### src/rtl/lgts_pkg.sv
`timescale 1ns / 1ps
package lgts_pkg;

  localparam int TOPICS = 64;
  localparam int VOCAB  = 4096;
  localparam int DOCS   = 1024;

  localparam int TOPIC_W   = $clog2(TOPICS);
  localparam int WT_DEPTH  = TOPICS * VOCAB;
  localparam int DT_DEPTH  = TOPICS * DOCS;
  localparam int WT_AW     = $clog2(WT_DEPTH);
  localparam int DT_AW     = $clog2(DT_DEPTH);
  localparam int CLR_DEPTH = (WT_DEPTH > DT_DEPTH) ? WT_DEPTH : DT_DEPTH;
  localparam int CLR_AW    = $clog2(CLR_DEPTH);

  localparam int CNT_W    = 32;
  localparam int PRIOR_W  = 32;
  localparam int SMOOTH_W = 48;
  localparam int FRAC_W   = 24;
  localparam int RAND_W   = 32;
  localparam int WEIGHT_W = 48;
  localparam int OP_W     = CNT_W + FRAC_W + 1;
  localparam int PROD_W   = 2 * OP_W;
  localparam int SUM_W    = WEIGHT_W + TOPIC_W;
  localparam int BIT_W    = $clog2(WEIGHT_W);

  typedef enum logic [1:0] {
    CFG_DOC_PRIOR,
    CFG_WORD_PRIOR,
    CFG_TOTAL_SMOOTHING,
    CFG_TOPICS_IN_USE
  } cfg_idx_e;

  typedef enum logic {
    CMD_ASSIGN,
    CMD_RESAMPLE
  } cmd_e;

  typedef enum logic [2:0] {
    WU_IDLE,
    WU_MUL,
    WU_PRE,
    WU_DIV,
    WU_DONE
  } wu_state_e;

  typedef enum logic [3:0] {
    ST_CLEAR,
    ST_IDLE,
    ST_DEC_RD,
    ST_DEC_WR,
    ST_W_RD,
    ST_W_WAIT,
    ST_W_CALC,
    ST_T_LO,
    ST_T_HI,
    ST_T_ADD,
    ST_WALK_RD,
    ST_WALK_CHK,
    ST_INC_RD,
    ST_INC_WR,
    ST_DONE
  } state_e;

  typedef struct packed {
    logic               rd;
    logic               wr;
    logic               clr;
    logic [CLR_AW-1:0]  clr_addr;
    logic [TOPIC_W-1:0] topic;
    logic [11:0]        word;
    logic [9:0]         doc;
    logic [CNT_W-1:0]   wc;
    logic [CNT_W-1:0]   dc;
    logic [CNT_W-1:0]   tc;
  } cs_req_t;

  typedef struct packed {
    logic [CNT_W-1:0] wc;
    logic [CNT_W-1:0] dc;
    logic [CNT_W-1:0] tc;
  } cs_rsp_t;

endpackage

### src/rtl/lgts_weight_unit.sv
`timescale 1ns / 1ps
module lgts_weight_unit (
  input  logic                          clk_i,
  input  logic                          rst_ni,
  input  logic                          start_i,
  input  logic [lgts_pkg::CNT_W-1:0]    wc_i,
  input  logic [lgts_pkg::CNT_W-1:0]    dc_i,
  input  logic [lgts_pkg::CNT_W-1:0]    tc_i,
  input  logic [lgts_pkg::PRIOR_W-1:0]  alpha_i,
  input  logic [lgts_pkg::PRIOR_W-1:0]  beta_i,
  input  logic [lgts_pkg::SMOOTH_W-1:0] smooth_i,
  output logic                          done_o,
  output logic [lgts_pkg::WEIGHT_W-1:0] weight_o
);

  localparam int HI_W = lgts_pkg::PROD_W - lgts_pkg::WEIGHT_W;

  lgts_pkg::wu_state_e state_q, state_d;

  logic [lgts_pkg::OP_W-1:0]     a_q, b_q, c_q;
  logic [2:0]                    step_q;
  logic [63:0]                   pp_q;
  logic [6:0]                    sh_q;
  logic [lgts_pkg::PROD_W-1:0]   acc_q;
  logic [lgts_pkg::OP_W-1:0]     r_q;
  logic [lgts_pkg::WEIGHT_W-1:0] lo_q, q_q;
  logic [lgts_pkg::BIT_W-1:0]    bit_q;
  logic                          sat_q;

  logic [31:0]                   op_x, op_y;
  logic [6:0]                    op_sh;
  logic [HI_W-1:0]               acc_hi;
  logic [lgts_pkg::OP_W:0]       r_shift;
  logic                          r_ge;

  always_comb begin
    case (step_q)
      3'd0:    begin op_x = a_q[31:0];                op_y = b_q[31:0];                op_sh = 7'd0;  end
      3'd1:    begin op_x = a_q[31:0];                op_y = 32'(b_q[lgts_pkg::OP_W-1:32]); op_sh = 7'd32; end
      3'd2:    begin op_x = 32'(a_q[lgts_pkg::OP_W-1:32]); op_y = b_q[31:0];           op_sh = 7'd32; end
      3'd3:    begin op_x = 32'(a_q[lgts_pkg::OP_W-1:32]); op_y = 32'(b_q[lgts_pkg::OP_W-1:32]);
                     op_sh = 7'd64; end
      default: begin op_x = '0;                       op_y = '0;                       op_sh = 7'd0;  end
    endcase
  end

  assign acc_hi  = acc_q[lgts_pkg::PROD_W-1:lgts_pkg::WEIGHT_W];
  assign r_shift = {r_q, lo_q[lgts_pkg::WEIGHT_W-1]};
  assign r_ge    = r_shift >= {1'b0, c_q};

  always_comb begin
    state_d = state_q;
    unique case (state_q)
      lgts_pkg::WU_IDLE: if (start_i) state_d = lgts_pkg::WU_MUL;
      lgts_pkg::WU_MUL:  if (step_q == 3'd4) state_d = lgts_pkg::WU_PRE;
      lgts_pkg::WU_PRE:  state_d = (acc_hi >= HI_W'(c_q)) ? lgts_pkg::WU_DONE : lgts_pkg::WU_DIV;
      lgts_pkg::WU_DIV:  if (bit_q == lgts_pkg::BIT_W'(lgts_pkg::WEIGHT_W - 1)) begin
        state_d = lgts_pkg::WU_DONE;
      end
      lgts_pkg::WU_DONE: state_d = lgts_pkg::WU_IDLE;
      default:           state_d = lgts_pkg::WU_IDLE;
    endcase
  end

  always_comb begin
    done_o   = (state_q == lgts_pkg::WU_DONE);
    weight_o = sat_q ? '1 : q_q;
  end

  always_ff @(posedge clk_i or negedge rst_ni) begin
    if (!rst_ni) begin
      state_q <= lgts_pkg::WU_IDLE;
    end else begin
      state_q <= state_d;
    end
  end

  always_ff @(posedge clk_i) begin
    unique case (state_q)
      lgts_pkg::WU_IDLE: begin
        a_q    <= (lgts_pkg::OP_W'(wc_i) << lgts_pkg::FRAC_W) + lgts_pkg::OP_W'(beta_i);
        b_q    <= (lgts_pkg::OP_W'(dc_i) << lgts_pkg::FRAC_W) + lgts_pkg::OP_W'(alpha_i);
        c_q    <= (lgts_pkg::OP_W'(tc_i) << lgts_pkg::FRAC_W) + lgts_pkg::OP_W'(smooth_i);
        step_q <= '0;
        acc_q  <= '0;
      end
      lgts_pkg::WU_MUL: begin
        pp_q   <= op_x * op_y;
        sh_q   <= op_sh;
        step_q <= step_q + 3'd1;
        if (step_q != 3'd0) begin
          acc_q <= acc_q + (lgts_pkg::PROD_W'(pp_q) << sh_q);
        end
      end
      lgts_pkg::WU_PRE: begin
        sat_q <= acc_hi >= HI_W'(c_q);
        r_q   <= acc_hi[lgts_pkg::OP_W-1:0];
        lo_q  <= acc_q[lgts_pkg::WEIGHT_W-1:0];
        q_q   <= '0;
        bit_q <= '0;
      end
      lgts_pkg::WU_DIV: begin
        r_q   <= r_ge ? lgts_pkg::OP_W'(r_shift - {1'b0, c_q})
                      : r_shift[lgts_pkg::OP_W-1:0];
        lo_q  <= {lo_q[lgts_pkg::WEIGHT_W-2:0], 1'b0};
        q_q   <= {q_q[lgts_pkg::WEIGHT_W-2:0], r_ge};
        bit_q <= bit_q + 1'b1;
      end
      lgts_pkg::WU_DONE: begin
      end
      default: begin
      end
    endcase
  end

endmodule

### config.mk
export PLATFORM = sky130hd
export DESIGN_NAME = lgts_weight_unit
export DESIGN_NICKNAME = d
export VERILOG_FILES = /design/src/rtl/lgts_pkg.sv /design/src/rtl/lgts_weight_unit.sv
export SDC_FILE = /design/constraint.sdc
export NUM_CORES = 2
export LEC_CHECK = 0
export BUFFER_PORTS_ARGS = -buffer_cell sky130_fd_sc_hd__buf_4
export CAP_MARGIN = 10
export CORE_MARGIN = 4
export CORE_UTILIZATION = 40
export CTS_CLUSTER_SIZE = 24
export DETAILED_ROUTE_END_ITERATION = 12
export MAX_ROUTING_LAYER = met4
export SYNTH_ARGS = -nofsm -noshare
export SYNTH_HDL_FRONTEND = slang
export SYNTH_SLANG_ARGS = --single-unit
export TNS_END_PERCENT = 50
### constraint.sdc
create_clock -name clk_i -period 16.45 [get_ports clk_i]
set_input_delay 2.4675 -clock clk_i [delete_from_list [all_inputs] [get_ports clk_i]]
set_output_delay 2.4675 -clock clk_i [all_outputs]
set_load 0.01 [all_outputs]
Word-level counts from Yosys, hierarchy flattened
Cells that the tools add are included.

Word-level logic and storage cells: 66. Register bits after elaboration: 522. Input port bits: 211.

Shift operators: 1. Muxes and demuxes: 17. Order comparisons: 2. Eq/ne operators: 13. Add/sub/neg operators: 7. Reduce and logical (&&, ||, !) cells: 12. Multiply operators: 1.

Operators by type and width (count): $pmux 114 s2 (1); $pmux 48 s2 (2); $pmux 32 s2 (2); $add 114x114->114 (1); $add 56x32->57 (2); $mux 114 (1); $pmux 57 s2 (1); $shl 64x7->114 (1); $ge 66x57->1 (1); $mul 32x32->64 (1); $ge 58x57->1 (1); $add 56x48->57 (1); $mux 57 (1); $sub 57x57->57 (1); $mux 48 (1); $pmux 7 s2 (1); $eq 3x2->1 const B (4); $mux 3 (4); $pmux 3 s4 (1); $pmux 6 s2 (1); $reduce_or 2->1 (5); $ne 2x2->1 const B (4); $add 6x1->6 const B (1); $eq 3x1->1 const B (2); 9 further kinds (12).

Depth between registers and ports, before layout
Depth in word-level cells: 4. Mapped depth: 38. Mapped depth without buffers: 34.

Worst setup path after synthesis
Ideal clock, no wire load.

Path type: flip-flop to flip-flop. Start: register state_q[1]. End: register state_q[0]. Data arrival time: 13.440 ns. Data required time: 16.333 ns. Path slack: 2.892 ns. Stages on the path, launching flop included: 3. Cell sequence: dfrtp_1 nor3_1 o41a_1.

Cells in the longest elaborated chain, start to end: 3.

RTL lines: start, declared (line lgts_weight_unit.sv:18) `lgts_pkg::wu_state_e state_q, state_d;`; start signal, assigned (line lgts_weight_unit.sv:72) `state_q <= lgts_pkg::WU_IDLE;`; start signal, assigned (line lgts_weight_unit.sv:74) `state_q <= state_d;`; $eq 3x2->1, or another cell as far along (line lgts_weight_unit.sv:53) `unique case (state_q)`; $ne 2x2->1 (no source line); $reduce_and 3->1 (no source line).

Several ways; a longest one is shown, not always the timed one. A chain may end at the register's enable or synchronous reset.

Worst setup path in the final report
Start: register step_q[2]. End: register pp_q[62], data pin.

Cells in the longest elaborated chain, start to end: 4.

RTL lines: start, declared (line lgts_weight_unit.sv:21) `logic [2:0] step_q;`; start signal, assigned (line lgts_weight_unit.sv:90) `step_q <= step_q + 3'd1;`; $eq 3x2->1, or another cell as far along (line lgts_weight_unit.sv:37) `case (step_q)`; $reduce_or 2->1 (no source line); $pmux 32 s2 (line lgts_weight_unit.sv:37); $mul 32x32->64 (*) (line lgts_weight_unit.sv:88) `pp_q <= op_x * op_y;`; end signal, assigned (line lgts_weight_unit.sv:88); end, declared (line lgts_weight_unit.sv:22) `logic [63:0] pp_q;`.

Every way passes the cells marked *; elsewhere a longest branch is shown, timed or not.

==> flow_summary.ini <==
[run_status]
status = completed

[floorplan]
die_h_um = 419
start_util_pct = 40.3
die_w_um = 419
rows = 150
die-area_mm2 = 0.175
core-area_mm2 = 0.167
io_pins = 260

[critical_path]
required_ps = 16890
timing.critical_path.buf_inv = 7
cp_slowest_stage_delay_ps = 980
reg2reg_to = pp_q[62]
cpMaxStageDelayCell = a22o_1
crit_type = flop to flop
crit_cells = 30
cp-end-kind = flop
crit_fanout = 50
cpMostUsedCell = fa_1
rr_worst_depth = 30
path_delay_family = adder cells
cp.arrival_ps = 11210
r2r_start = step_q[2]
rrSetupSlack_ps = 5680
worstSetupStartpointType = flop

[sta]
finalSetupViolations = 0
finalHoldViolCount = 0
rsz0062_at_grt = no
period_needed_ps = 10770
max_freq_mhz = 92.8
slew-limit-headroom_pct = 4.67
timing.hold.ws_ps = 509
period_share_pct = 65.5
worst_pin_slew_ps = 1430
clock_skew_ps = 59.1
tns_ps = 0
drv_slew = 0

[placement]
dp_hpwl_um = 181000
portBuffers = 259
gp_congestion = 0.995

[detailed_routing]
drc_errors = 0
drtPass1Iterations = 6
wl_met3_um = 18200
met2_wirelength_um = 104000
avgViaCountPerCell = 5.57
top_layer_used = met4
finalWirelength_um = 230000
via_count = 54100
wl_met1_um = 96700
ant_nets = 0
drt-initial-drc-count = 4677
wl_per_cell_um = 23.7

[yosys]
seq_area_frac_synth_pct = 23.0
yosysWarnings = 0
syn_avg_cell_area_um2 = 9.12
syn_nets = 9041
synthCells = 7393
synth_seq_cells = 517
synthArstFlopShare_pct = 0.580
yosysTopAreaCell = fa_1
yosys-top-cells-area = fa_1 (27%), edfxtp_1 (23%), ha_1 (9.9%)
synth_area_mm2 = 0.0674
synth_cell_types = 86
yosysTopAreaCellShare_pct = 26.8
synth_edf_count = 514
ys_dominant_reg_cell = edfxtp_1

[cells_and_area]
area_growth_pct = 9.29
fillerInstances = 16400
final_common_cell = inv_1
layout-drive-gt1-share_pct = 7.55
most-common-layout-cells = inv_1 (1052), nor2_1 (943), fa_1 (901)
fin_nets = 9097
final-seq-area_mm2 = 0.0155
multi_input_area_mm2 = 0.0467

[cts]
cts_resized = 0
cts_tree = yes
cts_sinks = 517
cts_hold_buf = 0
cts_buffers = 60
worstSkewPairLatency_ps = 720
root_buffer = clkbuf_16
post_cts_buffers = 0
cts_max_path_buffers = 3
h-tree-depth = 2
clk_pin_slew_worst_paths_ps = 60

[run]
drv_cap = 0

[grt]
grt_first_pass_wirelength_um = 346000
antenna_found_initial = 4
first_global_vias = 55100
overflow = 0
grtUsageTotal_pct = 26.9
grt_max_degree = 154

[hold_path]
min_to = lo_q[29]
min_from = lo_q[28]
holdPathStages = 2
hold_path_class = flop to flop
==> cell usage after synthesis, types with 80 or more instances <==
library cell  number
inv_1           1054
a21o_1           165
edfxtp_1         514
a22o_1            82
nor2_1           945
nand3_1           80
a21oi_1          328
mux2i_1           84
nand2_1          882
clkbuf_1         337
xor2_1           117
fa_1             901
and3_1            92
o21ai_0          247
xnor2_1          185
ha_1             536
nand4_1          107
==> layout make-up <==
class | instances | share of cell area (%)
Clock inverter | 44 | 0.657
Multi-Input combinational cell | 5453 | 63.3
Tap cell | 2204 | 3.74
Clock buffer | 68 | 2.08
Timing Repair Buffer | 363 | 3.74
Antenna cell | 5 | 0.0170
Inverter | 1054 | 5.38
Sequential cell | 517 | 21.1
==> registers in the layout, summed over array words and instances, names as in the netlist, 6 cells and up <==
register / count
pp_q: 64
b_q: 57
r_q: 57
c_q: 57
lo_q: 48
acc_q: 114
q_q: 48
bit_q: 6
a_q: 57
==> through the flow <==
stage	cell area (um^2)	cells	setup slack (ps)	utilization (%)
6_report	73700	9708	5680	44.0
2_1_floorplan	67400	7393	2890	-
5_1_grt	73700	9705	5230	44.0
4_1_cts	73600	9702	5690	44.0
3_3_place_gp	71600	9590	5920	42.8
3_5_place_dp	71600	9590	5680	42.8
==> metal layers <==
| metal | vias to the layer above | global-route usage (%) |
|---|---|---|
| met5 | - | - |
| li1 | 24300 | - |
| met1 | 26900 | 35.0 |
| met2 | 2326 | 42.0 |
| met3 | 551 | 4.69 |
| met4 | 0 | 10.1 |
==> cell families after synthesis <==
group / Yosys count / share of synthesized area, %
DFF: 517 / 23.0
muxes: 85 / 1.26
xor gates and xnor gates: 302 / 3.92
and+or+nand+nor: 2428 / 15.6
buffers and inverters: 1423 / 7.96
AOI/OAI and AO/OA: 1201 / 11.6
adders and majority gates: 1437 / 36.7
==> worst max-delay path by stage <==
| stage | from | slack [ps] | end |
|---|---|---|---|
| 6_report | step_q[2] | 5680 | pp_q[62] |
| 5_1_grt | step_q[2] | 5230 | pp_q[62] |
| 4_1_cts | step_q[2] | 5690 | pp_q[62] |
| 3_5_place_dp | step_q[2] | 5680 | pp_q[62] |
| 3_3_place_gp | step_q[2] | 5920 | pp_q[62] |
| 2_1_floorplan | state_q[1] | 2890 | state_q[0] |
==> worst min-delay path, delay by kind of cell (launching register included) <==
family	cells	cell delay [ps]
flip-flops	1	320
AND/OR/NAND/NOR	2	80
Power is not shown: default switching activity piles up to over one toggle a cycle in this logic, so the estimate is an artifact.
